$ cat src/hdl/url_percent_decoder_core_assert.svh
// Assertion macros shared by the decoder RTL.
`ifndef URL_PERCENT_DECODER_CORE_ASSERT_SVH
`define URL_PERCENT_DECODER_CORE_ASSERT_SVH

`ifndef SYNTHESIS

// Checks that a condition holds at every clock edge outside reset.
`define UPD_ASSERT(lbl, clock, reset, cond) \
  lbl: assert property (@(posedge clock) disable iff (reset) (cond)) \
    else $error("upd assertion failed");

// Checks that a condition is followed by another in the next cycle.
`define UPD_ASSERT_NEXT(lbl, clock, reset, cond, result) \
  lbl: assert property (@(posedge clock) disable iff (reset) (cond) |=> (result)) \
    else $error("upd assertion failed");

`else

`define UPD_ASSERT(lbl, clock, reset, cond)
`define UPD_ASSERT_NEXT(lbl, clock, reset, cond, result)

`endif

`endif

$ cat src/hdl/upd_pkg.sv
`timescale 1ns / 1ps

package upd_pkg;

  localparam logic [7:0] CH_PLUS    = 8'h2B;
  localparam logic [7:0] CH_PERCENT = 8'h25;
  localparam logic [7:0] CH_SPACE   = 8'h20;

  localparam int QUEUE_DEPTH_DEFAULT = 4;

  // Work handed from the front to the back. A pair first gives a literal
  // percent sign and then data.
  typedef struct packed {
    logic       pair;
    logic [7:0] data;
    logic       last;
  } cmd_t;

  typedef struct packed {
    logic pop;
    logic second;
  } back_status_t;

  typedef enum logic [2:0] {
    PH_IDLE = 3'b001,
    PH_PCT  = 3'b010,
    PH_DIG  = 3'b100
  } phase_t;

  function automatic logic [3:0] hex_value(input logic [7:0] c);
    logic [7:0] d;
    begin
      d = 8'h00;
      if (c >= 8'h30 && c <= 8'h39) begin
        d = c - 8'h30;
      end else if (c >= 8'h61 && c <= 8'h66) begin
        d = c - 8'h57;
      end else if (c >= 8'h41 && c <= 8'h46) begin
        d = c - 8'h37;
      end
      return d[3:0];
    end
  endfunction

  function automatic logic [7:0] plain_byte(input logic [7:0] c);
    return (c == CH_PLUS) ? CH_SPACE : c;
  endfunction

endpackage

$ cat src/hdl/upd_queue.sv
`timescale 1ns / 1ps

module upd_queue #(
  parameter int WIDTH = 10,
  parameter int DEPTH = 4
) (
  input  logic             clk,
  input  logic             rst,
  input  logic             push,
  input  logic [WIDTH-1:0] push_data,
  input  logic             pop,
  output logic [WIDTH-1:0] head,
  output logic             empty,
  output logic             full
);

  localparam int PTR_W = (DEPTH > 1) ? $clog2(DEPTH) : 1;
  localparam int CNT_W = $clog2(DEPTH + 1);

  logic [WIDTH-1:0] slots [DEPTH];
  logic [PTR_W-1:0] wr_ptr;
  logic [PTR_W-1:0] rd_ptr;
  logic [CNT_W-1:0] count;
  logic [CNT_W-1:0] count_next;

  function automatic logic [PTR_W-1:0] wrap_inc(input logic [PTR_W-1:0] p);
    return (p == PTR_W'(DEPTH - 1)) ? '0 : p + 1'b1;
  endfunction

  assign empty = (count == '0);
  assign full  = (count == CNT_W'(DEPTH));
  assign head  = slots[rd_ptr];

  always_comb begin
    count_next = count;
    if (push && !pop) begin
      count_next = count + 1'b1;
    end else if (pop && !push) begin
      count_next = count - 1'b1;
    end
  end

  always_ff @(posedge clk) begin
    if (push) begin
      slots[wr_ptr] <= push_data;
    end
  end

  always_ff @(posedge clk) begin
    if (rst) begin
      wr_ptr <= '0;
      rd_ptr <= '0;
      count  <= '0;
    end else begin
      if (push) begin
        wr_ptr <= wrap_inc(wr_ptr);
      end
      if (pop) begin
        rd_ptr <= wrap_inc(rd_ptr);
      end
      count <= count_next;
    end
  end

endmodule

$ cat src/hdl/upd_front.sv
`timescale 1ns / 1ps

module upd_front (
  input  logic          clk,
  input  logic          rst,
  input  logic          in_valid,
  output logic          in_stall,
  input  logic [7:0]    in_byte,
  input  logic          in_last,
  input  logic          full,
  output logic          push,
  output upd_pkg::cmd_t push_cmd
);

  import upd_pkg::*;

  phase_t     phase;
  phase_t     phase_next;
  logic [7:0] held_digit;
  logic       accept;

  assign in_stall = full;
  assign accept   = in_valid && !full;

  always_comb begin
    phase_next    = phase;
    push          = 1'b0;
    push_cmd.pair = 1'b0;
    push_cmd.data = plain_byte(in_byte);
    push_cmd.last = in_last;
    case (phase)
      PH_PCT: begin
        if (in_last) begin
          push_cmd.pair = 1'b1;
          push          = accept;
          phase_next    = PH_IDLE;
        end else begin
          phase_next = PH_DIG;
        end
      end
      PH_DIG: begin
        push_cmd.data = {hex_value(held_digit), hex_value(in_byte)};
        push          = accept;
        phase_next    = PH_IDLE;
      end
      default: begin
        if (in_byte == CH_PERCENT && !in_last) begin
          phase_next = PH_PCT;
        end else begin
          push       = accept;
          phase_next = PH_IDLE;
        end
      end
    endcase
  end

  always_ff @(posedge clk) begin
    if (rst) begin
      phase <= PH_IDLE;
    end else if (accept) begin
      phase <= phase_next;
    end
  end

  always_ff @(posedge clk) begin
    if (accept && phase == PH_PCT) begin
      held_digit <= in_byte;
    end
  end

endmodule

$ cat src/hdl/upd_back.sv
`timescale 1ns / 1ps

module upd_back (
  input  logic                  clk,
  input  logic                  rst,
  input  logic                  empty,
  input  upd_pkg::cmd_t         head,
  output upd_pkg::back_status_t status,
  output logic                  out_valid,
  input  logic                  out_stall,
  output logic [7:0]            out_byte,
  output logic                  out_last
);

  import upd_pkg::*;

  logic load;
  logic second;
  logic first_of_pair;

  assign load          = !out_valid || !out_stall;
  assign first_of_pair = head.pair && !second;
  assign status.pop    = load && !empty && !first_of_pair;
  assign status.second = second;

  always_ff @(posedge clk) begin
    if (rst) begin
      out_valid <= 1'b0;
      second    <= 1'b0;
    end else if (load) begin
      out_valid <= !empty;
      if (!empty) begin
        second <= first_of_pair;
      end
    end
  end

  always_ff @(posedge clk) begin
    if (load && !empty) begin
      if (first_of_pair) begin
        out_byte <= CH_PERCENT;
        out_last <= 1'b0;
      end else begin
        out_byte <= head.data;
        out_last <= head.last;
      end
    end
  end

endmodule

$ cat src/hdl/url_percent_decoder_core.sv
`timescale 1ns / 1ps
// Channel  Direction  Handshake          Payload
// input    in         in_valid/in_stall  in_byte, in_last
// output   out        out_valid/out_stall out_byte, out_last
//
// One byte is taken per cycle while the command queue has room.
// At the earliest, out_valid rises once the byte that completes a result has passed the queue and the output register.
// A percent sign one byte before the end of a string gives two results: a literal percent sign, then the last byte.
// Synchronous active-high reset empties the queue and clears any pending escape.
// A stalled output lets the queue fill, after which in_stall rises.

module url_percent_decoder_core #(
  parameter int QUEUE_DEPTH = upd_pkg::QUEUE_DEPTH_DEFAULT
) (
  input  logic       clk,
  input  logic       rst,
  input  logic       in_valid,
  output logic       in_stall,
  input  logic [7:0] in_byte,
  input  logic       in_last,
  output logic       out_valid,
  input  logic       out_stall,
  output logic [7:0] out_byte,
  output logic       out_last
);

  import upd_pkg::*;

  `include "url_percent_decoder_core_assert.svh"

  logic         push;
  cmd_t         push_cmd;
  cmd_t         head;
  logic         empty;
  logic         full;
  back_status_t status;

  upd_front u_front (
    .clk      (clk),
    .rst      (rst),
    .in_valid (in_valid),
    .in_stall (in_stall),
    .in_byte  (in_byte),
    .in_last  (in_last),
    .full     (full),
    .push     (push),
    .push_cmd (push_cmd)
  );

  upd_queue #(
    .WIDTH ($bits(cmd_t)),
    .DEPTH (QUEUE_DEPTH)
  ) u_queue (
    .clk       (clk),
    .rst       (rst),
    .push      (push),
    .push_data (push_cmd),
    .pop       (status.pop),
    .head      (head),
    .empty     (empty),
    .full      (full)
  );

  upd_back u_back (
    .clk       (clk),
    .rst       (rst),
    .empty     (empty),
    .head      (head),
    .status    (status),
    .out_valid (out_valid),
    .out_stall (out_stall),
    .out_byte  (out_byte),
    .out_last  (out_last)
  );

  `UPD_ASSERT(a_push_not_full, clk, rst, !(push && full))
  `UPD_ASSERT(a_pop_not_empty, clk, rst, !(status.pop && empty))
  `UPD_ASSERT(a_pair_held, clk, rst, !(status.second && empty))
  `UPD_ASSERT_NEXT(a_pair_tail, clk, rst, status.second && !out_stall, out_valid && !status.second)

endmodule
$ cat config.mk
export PLATFORM = sky130hd
export DESIGN_NAME = url_percent_decoder_core
export DESIGN_NICKNAME = d
export VERILOG_FILES = /design/src/hdl/upd_pkg.sv /design/src/hdl/upd_queue.sv /design/src/hdl/upd_front.sv /design/src/hdl/upd_back.sv /design/src/hdl/url_percent_decoder_core.sv
export VERILOG_INCLUDE_DIRS = /design/src /design/src/hdl
export SDC_FILE = /design/constraint.sdc
export NUM_CORES = 1
export LEC_CHECK = 0
export ABC_CLOCK_PERIOD_IN_PS = 3600
export BUFFER_PORTS_ARGS = -buffer_cell sky130_fd_sc_hd__buf_2
export CORE_ASPECT_RATIO = 0.5
export CORE_MARGIN = 5
export CORE_UTILIZATION = 52
export DETAILED_ROUTE_END_ITERATION = 12
export PLACE_DENSITY = 0.7
export SLEW_MARGIN = 15
export SYNTH_ARGS = -nofsm -noshare
export SYNTH_HDL_FRONTEND = slang
export SYNTH_SLANG_ARGS = --single-unit
$ cat constraint.sdc
create_clock -name clk -period 3.6 [get_ports clk]
set_input_delay 0.18 -clock clk [delete_from_list [all_inputs] [get_ports clk]]
set_output_delay 0.18 -clock clk [all_outputs]
set_load 0.02 [all_outputs]
==> results.yml, run 1 <==
run_status:
  outcome: "finished clean"
synth:
  ys_ff_latch: 71
  async_reset_ff_share_pct: 0
  synth_area_leader_cell: "edfxtp_1"
  syn_avg_cell_area_um2: 14.5
  synth_top_area_share_pct: 52.4
  ys_top_cells_by_count: "edfxtp_1 (57), dfxtp_1 (14), ha_1 (14), inv_1 (13)"
  synth_cell_types: 47
  seq_area_frac_synth_pct: 60.9
  synth_area_mm2: 0.00327
  ys_top_cells_by_area: "edfxtp_1 (52%), dfxtp_1 (8.6%), mux4_1 (7.2%)"
  synth.most_common_cell: "edfxtp_1"
  syn_nets: 254
  synth_flop_cell: "edfxtp_1"
  ys_warn_count: 0
  synth_edf_count: 57
  netlist_instances: 226
finish:
  diodes: 0
  fill_cells: 444
  layout-drive-gt1-share_pct: 18.5
  areaGrowthSynthToFinish_pct: 15.8
  finalNonFillerCells: 348
  nNetsFinal: 283
power:
  p_leak_nw: 1.39
  seqPwrFrac_pct: 42.0
  p_sw_mw: 0.736
  power_density_mw_per_mm2: 710
  power_mw: 2.69
  ir_worst_vdd_v: 0.000293
  combPwrFrac_pct: 23.8
  clockPowerShare_pct: 34.1
  intPower_mw: 1.95
  swShare_pct: 27.4
routing:
  detail_route.vias_per_cell: 5.37
  drtIter0Drc: 101
  vias: 1869
  drc: 0
  dr.pass1.iters: 4
  totalWireLength_mm: 5.68
  final_antenna_net_count: 0
  wl_per_cell_um: 16.3
cts:
  root_buffer: "clkbuf_16"
  clk_path_buf_depth: 2
  cts_resized: 0
  tritoncts: "yes"
  postCtsSetupBuffers: 0
  htreeDepth: 3
  clkLatencyLatePin_ns: 0.32
  cts_sinks: 71
  cts.clk_slew.worst_paths_ns: 0.05
  cts_hold_buf: 0
  cts-buffers-inserted: 9
grt:
  antenna_found_initial: 0
  grt_pass1_vias: 1858
  grt_pass1_wl_mm: 9.41
  grt_start_max_net_pins: 15
  grt-ovfl-total: 0
  track_usage_pct: 16.0
placement:
  dp_hpwl_mm: 4.05
  dp.cells: 332
  place_congestion: 0.779
  port_buffers: 23
die:
  core.rowCount: 20
  die_height_um: 66.1
  coreArea_mm2: 0.00608
  die-area_mm2: 0.00807
  initial_core_util_pct: 53.8
  ios: 24
  die_x_um: 122
sta:
  period_share_pct: 72.8
  worst_pin_slew_ns: 0.978
  setup_viol: 0
  max-slew-margin-rel_pct: 34.3
  fin_crit_ns: 2.62
  drv_slew: 0
  max_freq_mhz: 381
  rsz0062_at_grt: "false"
  fin_setup_tns_ns: 0
  skew_ns: 0.00561
  hold_viol: 0
critical_path:
  arrival_ns: 2.88
  crit_fanout: 8
  crit_required_ns: 3.85
  cp-start-kind: "flop"
  endpoint_kind: "flop"
  path_class: "flop to flop"
run:
  maxCapViolations: 0
hold_path:
  holdCritPathClass: "input pin to flop"
## layout make-up
cell class                 instances  area, um2  area share [%]
multi-input combinational        136       1200            31.6
clock buffer                      10        229            6.05
tap                               88        110            2.91
inverter                          13       48.8            1.29
sequential                        71       1990            52.6
clock inverter                     6       85.1            2.25
timing repair buffer              24        123            3.24
## cell usage in the layout (no fill, tap or decap), types with 12 or more instances in the layout
| master | instances |
|---|---|
| edfxtp_1 | 57 |
| dfxtp_1 | 14 |
| ha_1 | 14 |
| inv_1 | 13 |
| nor2_1 | 12 |
| and2_1 | 12 |
| buf_2 | 23 |
## power by group through the flow
stage,registers [mW],clock network (mW),logic [mW]
after floorplan,1.20,0,0.425
after global placement,1.14,0,0.626
after detailed placement,1.15,0,0.645
after CTS,1.13,0.928,0.647
after global routing,1.15,0.963,0.711
final,1.13,0.917,0.641
## cell families after synthesis
family | count (synthesis) | synth area share (%)
AO/OA/AOI/OAI | 35 | 8.11
XOR/XNOR | 2 | 0.536
adder cells (fa/ha/maj) | 15 | 5.97
buffers and inverters | 19 | 2.45
flip-flops | 71 | 60.9
multiplexers | 18 | 10.4
AND/OR/NAND/NOR | 66 | 11.6
## stage by stage
stage | hold WS (ns) | util [%] | worst slack, ns | area (um2)
finish | 0.0834 | 62.2 | 0.977 | 3780
global route | 0.0859 | 62.2 | 0.764 | 3780
CTS | 0.0712 | 62.2 | 0.970 | 3780
detailed placement | 0.407 | 57.1 | 0.860 | 3470
global placement | 0.404 | 57.1 | 0.967 | 3470
floorplan | 0.279 | - | 1.12 | 3270
## path summary, 6_finish.rpt
check,startpoint,to,slack [ns],cells past startpoint
worst max-delay path,u_queue.count[0],u_queue.count[2],0.98,9
worst min register to register,u_back.out_valid,u_back.out_valid,0.46,2
worst max register to register,u_queue.count[0],u_queue.count[2],0.98,9
worst min-delay path,in_byte[6],u_front.held_digit[6],0.08,1
## critical path: stages, from the launching register on
cell	delay (ns)
dfxtp_1	0.42
nor3b_1	0.12
nand2b_1	0.28
a211oi_4	0.43
ha_1	0.25
inv_1	0.06
fa_1	0.37
xor2_1	0.17
or3_1	0.32
a21oi_1	0.15
## registers in the layout (all words and copies together), names as in the netlist, 2 cells and up, named ones only
register / cells
u_queue.wr_ptr: 2
u_back.out_byte: 8
u_front.phase: 3
u_queue.count: 3
u_queue.slots: 40
u_front.held_digit: 8
u_queue.rd_ptr: 2
## routing by layer
layer	share of wire, %	wire length, um	global-route usage [%]
met1	49	2770	21.3
met2	45	2530	25.1
met3	5.4	309	5.13
met4	1.1	61	5.02
met5	0	0	0
(Power assumes the default switching activity.)
==> run 2: changes to the inputs <==
--- a/config.mk
+++ b/config.mk
@@ -6,13 +6,13 @@
 export SDC_FILE = /design/constraint.sdc
 export NUM_CORES = 1
 export LEC_CHECK = 0
-export ABC_CLOCK_PERIOD_IN_PS = 3600
+export ABC_CLOCK_PERIOD_IN_PS = 2320
 export BUFFER_PORTS_ARGS = -buffer_cell sky130_fd_sc_hd__buf_2
 export CORE_ASPECT_RATIO = 0.5
 export CORE_MARGIN = 5
 export CORE_UTILIZATION = 52
 export DETAILED_ROUTE_END_ITERATION = 12
-export PLACE_DENSITY = 0.7
+export PLACE_DENSITY = 0.73
 export SLEW_MARGIN = 15
 export SYNTH_ARGS = -nofsm -noshare
 export SYNTH_HDL_FRONTEND = slang
==> constraint.sdc (replaced) <==
create_clock -name clk -period 2.32 [get_ports clk]
set_input_delay 0.116 -clock clk [delete_from_list [all_inputs] [get_ports clk]]
set_output_delay 0.116 -clock clk [all_outputs]
set_load 0.02 [all_outputs]
==> results.yml, run 2 (synthesis gave the netlist of run 1 again) <==
run_status:
  outcome: "finished, violations left"
  violations: "setup timing"
routing:
  drc: 0
  totalWireLength_mm: 6.05
  wl_per_cell_um: 16.7
  detail_route.vias_per_cell: 5.50
  vias: 1996
  drtIter0Drc: 78
  dr.pass1.iters: 4
  final_antenna_net_count: 0
finish:
  mostFrequentLayoutCells: "edfxtp_1 (57), buf_2 (23), buf_4 (16)"
  areaGrowthSynthToFinish_pct: 20.2
  regMostFlops: "u_queue.slots"
  final_common_cell: "edfxtp_1"
  reg_top3: "u_queue.slots (40), u_back.out_byte (8), u_front.held_digit (8)"
  nNetsFinal: 298
  layout-drive-gt1-share_pct: 27.6
  largest_reg_flops: 40
  diodes: 0
critical_path:
  cpPeakStageDelay_ns: 0.53
  endpoint_kind: "flop"
  path_class: "flop to flop"
  cp-start-kind: "flop"
  critPathSlowestCell: "mux4_2"
  arrival_ns: 2.52
  crit_fanout: 2
  crit_required_ns: 2.52
  path_cells: "mux4_2, a211oi_4, inv_2, ha_4, inv_2, fa_2, mux2i_1, nor2_1"
  cp_common_cell: "inv_2"
sta:
  worst_pin_slew_ns: 0.753
  skew_ns: 0.00522
  max_freq_mhz: 431
  max-slew-margin-rel_pct: 49.6
  period_share_pct: 100
  drv_slew: 0
  setup_ws_ns: -0.000127
  hold_viol: 0
  rsz0062_at_grt: "true"
  holdWs_ns: 0.0143
  fin_crit_ns: 2.32
  setup_viol: 1
power:
  power_mw: 4.21
  power_density_mw_per_mm2: 1070
  p_leak_nw: 1.47
  ir_worst_vdd_v: 0.000464
grt:
  track_usage_pct: 16.5
  antenna_found_initial: 0
  grt-ovfl-total: 0
  grt_pass1_vias: 2016
  grt_pass1_wl_mm: 9.89
  grt_start_max_net_pins: 15
placement:
  place_congestion: 0.832
  port_buffers: 23
  dp_hpwl_mm: 4.26
die:
  die_x_um: 122
  initial_core_util_pct: 53.8
  coreArea_mm2: 0.00608
  die-area_mm2: 0.00807
  die_height_um: 66.1
  ios: 24
  core.rowCount: 20
run:
  maxCapViolations: 0
cts:
  clkLatencyLatePin_ns: 0.32
  cts-buffers-inserted: 9
  htreeDepth: 3
  root_buffer: "clkbuf_16"
  cts_sinks: 71
  clk_path_buf_depth: 2
  cts.clk_slew.worst_paths_ns: 0.05
  tritoncts: "yes"
  cts_hold_buf: 0
hold_path:
  holdCritPathClass: "input pin to flop"
run 2: cell count changes in the layout (fill, tap and decap cells not counted), moves of 3 or more:
cell / change
buf_4: +15
dfxtp_1: -5
dfxtp_2: +5
nand2b_1: -3
nand2b_4: +3
run 2: final timing paths:
kind | start | endpoint | slack (ns) | cells after the start
worst max-delay path | u_queue.slots[2][9] | u_queue.count[1] | -0.0001 | 8
worst min-delay path | in_byte[7] | u_front.held_digit[7] | 0.01 | 1
worst max register to register | u_queue.slots[2][9] | u_queue.count[1] | -0.0001 | 8
worst min register to register | u_back.out_valid | u_back.out_valid | 0.47 | 2
run 2: worst max-delay path: cells and delay by family, from the launching register on:
family                   cells  cell delay [ns]
AO/OA/AOI/OAI                1             0.30
adder cells (fa/ha/maj)      2             0.59
AND/OR/NAND/NOR              1             0.07
multiplexers                 2             0.70
flip-flops                   1             0.39
buffers and inverters        2             0.14
run 2: area by class of cell:
type	instances	area, um2
repair buffers	39	235
clock buffers	13	272
inverters	13	48.8
flip-flops and latches	71	2000
clock inverters	3	17.5
fillers	445	2150
well taps	88	110
multi-input cells	136	1250
run 2: through the flow:
step / cells / utilization, % / TNS [ns] / area (um2) / worst slack, ns
finish: 363 / 64.7 / -0.000127 / 3930 / -0.000127
global route: 363 / 64.7 / -0.128 / 3930 / -0.0709
CTS: 361 / 64.0 / 0 / 3890 / 0.0150
detailed placement: 344 / 59.0 / -0.0595 / 3590 / -0.0595
global placement: 344 / 59.0 / 0 / 3590 / 0.0137
floorplan: 226 / - / 0 / 3300 / 0.00710
run 2: layer usage:
metal | global-route usage (%) | up-vias | part of all wire (%)
li1 | - | 946 | -
met2 | 26.9 | 42 | 47
met1 | 21.0 | 1001 | 47
met5 | 0 | - | 0
met4 | 6.97 | 0 | 1.2
met3 | 4.53 | 7 | 4.4
run 2: repair_timing:
action,in CTS,in global routing
pin swaps,2,5
setup buffers,1,2
resized for setup,1,7
setup endpoints to repair,2,2
run 2: power breakdown:
part	switching (mW)	internal (mW)
clock	0.472	0.814
sequential	0.100	1.66
combinational	0.616	0.547
total	1.19	3.02
==> run 3: changes to the inputs <==
--- a/config.mk
+++ b/config.mk
@@ -6,13 +6,13 @@
 export SDC_FILE = /design/constraint.sdc
 export NUM_CORES = 1
 export LEC_CHECK = 0
-export ABC_CLOCK_PERIOD_IN_PS = 2320
+export ABC_CLOCK_PERIOD_IN_PS = 2200
 export BUFFER_PORTS_ARGS = -buffer_cell sky130_fd_sc_hd__buf_2
 export CORE_ASPECT_RATIO = 0.5
 export CORE_MARGIN = 5
 export CORE_UTILIZATION = 52
 export DETAILED_ROUTE_END_ITERATION = 12
-export PLACE_DENSITY = 0.73
+export PLACE_DENSITY = 0.7
 export SLEW_MARGIN = 15
 export SYNTH_ARGS = -nofsm -noshare
 export SYNTH_HDL_FRONTEND = slang
==> constraint.sdc (replaced) <==
create_clock -name clk -period 2.2 [get_ports clk]
set_input_delay 0.11 -clock clk [delete_from_list [all_inputs] [get_ports clk]]
set_output_delay 0.11 -clock clk [all_outputs]
set_load 0.02 [all_outputs]
==> results.yml, run 3 (synthesis gave the netlist of run 1 again) <==
run_status:
  outcome: "finished, violations left"
  violations: "setup timing"
placement:
  dp.cells: 353
  port_buffers: 23
  place_congestion: 0.819
  dp_hpwl_mm: 4.27
  place_area_mm2: 0.00366
die:
  die-area_mm2: 0.00807
  initial_core_util_pct: 53.8
  core.rowCount: 20
  coreArea_mm2: 0.00608
  ios: 24
  die_height_um: 66.1
  die_x_um: 122
sta:
  drv_slew: 0
  worst_pin_slew_ns: 0.608
  fin_crit_ns: 2.21
  setup_viol: 1
  period_share_pct: 101
  skew_ns: 0.00546
  max_freq_mhz: 452
  hold_viol: 0
  setup_ws_ns: -0.0132
  rsz0062_at_grt: "true"
  max-slew-margin-rel_pct: 59.5
finish:
  reg_top3: "u_queue.slots (40), u_back.out_byte (8), u_front.held_digit (8)"
  mostFrequentLayoutCells: "edfxtp_1 (57), buf_2 (23), buf_4 (23)"
  layout-drive-gt1-share_pct: 29.4
  areaGrowthSynthToFinish_pct: 23.2
  final_common_cell: "edfxtp_1"
  largest_reg_flops: 40
  nNetsFinal: 305
  finalNonFillerCells: 370
  final_cell_area_mm2: 0.00403
  post-route-util_pct: 66.2
  fill_cells: 419
  diodes: 0
  regMostFlops: "u_queue.slots"
grt:
  track_usage_pct: 16.4
  grt_use_met2_pct: 27.0
  grt.busiest_layer: "met2"
  grt_pass1_wl_mm: 9.80
  grtUsageMet3_pct: 5.04
  grt_pass1_vias: 1994
  grt-ovfl-total: 0
  use_met1_pct: 20.7
  antenna_found_initial: 0
  grt_start_max_net_pins: 15
critical_path:
  path_buf_inv: 1
  path_class: "flop to flop"
  path_cells: "nand2b_4, a21o_1, a211oi_4, ha_4, inv_2, fa_2, xor2_1, or3_1, a21oi_1"
  endpoint_kind: "flop"
  crit_required_ns: 2.45
  cp-start-kind: "flop"
  crit_fanout: 4
  critical_path.top_delay_family: "compound AO/OA/AOI/OAI gates"
  critPathSlowestCell: "dfxtp_2"
  cpPeakStageDelay_ns: 0.34
  arrival_ns: 2.46
power:
  ir_worst_vdd_v: 0.000415
  p_leak_nw: 1.52
  power_density_mw_per_mm2: 1120
cts:
  clk_path_buf_depth: 2
  cts_sinks: 71
  htreeDepth: 3
  tritoncts: "yes"
  cts-buffers-inserted: 9
  cts_hold_buf: 0
  cts.clk_slew.worst_paths_ns: 0.05
  root_buffer: "clkbuf_16"
  clkLatencyLatePin_ns: 0.32
hold_path:
  holdCritPathClass: "input pin to flop"
routing:
  dr.pass1.iters: 4
  wl_per_cell_um: 15.8
  final_antenna_net_count: 0
  drc: 0
  totalWireLength_mm: 5.86
  detail_route.vias_per_cell: 5.34
  vias: 1977
  drtIter0Drc: 178
run:
  maxCapViolations: 0
## run 3: worst paths after layout
kind,startpoint,to,slack [ns],depth (start not counted)
hold reg to reg,u_back.out_valid,u_back.out_valid,0.47,2
hold / removal,in_byte[6],u_front.held_digit[6],0.02,1
setup reg to reg,u_front.phase[2],u_queue.count[2],-0.01,9
setup / recovery,u_front.phase[2],u_queue.count[2],-0.01,9
## run 3: where the power goes
group          total [mW]  switching (mW)  internal, mW
clock                1.46           0.480         0.979
sequential           1.84          0.0972          1.75
combinational        1.22           0.630         0.590
## run 3: final cells by class
type / instances / area, um2 / share of cell area (%)
sequential: 71 / 2000 / 49.6
multi-input combinational: 136 / 1270 / 31.5
timing repair buffer: 46 / 288 / 7.15
clock buffer: 14 / 275 / 6.84
tap: 88 / 110 / 2.73
inverter: 13 / 48.8 / 1.21
clock inverter: 2 / 38.8 / 0.963
## run 3: what timing repair did
item / 4_1_cts / 5_1_grt
gates resized for setup: 5 / 4
setup endpoints to repair: 2 / 7
hold endpoints to repair: 0 / 0
pin swaps: 3 / 0
buffers inserted: 1 / 0
## run 3: layer usage
layer | share of wire (%) | wire length [um]
met5 | 0 | 0
met4 | 0.68 | 40
met3 | 6.1 | 355
met2 | 47 | 2750
met1 | 46 | 2720
## run 3: metrics by stage
| step | TNS (ns) | power [mW] | hold WS [ns] | setup WS, ns |
|---|---|---|---|---|
| after detailed placement | -0.164 | 3.08 | 0.338 | -0.139 |
| after floorplan | -0.202 | 2.70 | 0.209 | -0.105 |
| after global placement | -0.0575 | 3.02 | 0.333 | -0.0575 |
| final | -0.0132 | 4.52 | 0.0190 | -0.0132 |
| after CTS | -0.0203 | 4.57 | 0.00422 | -0.0203 |
| after global routing | -0.115 | 4.78 | 0.0144 | -0.0677 |
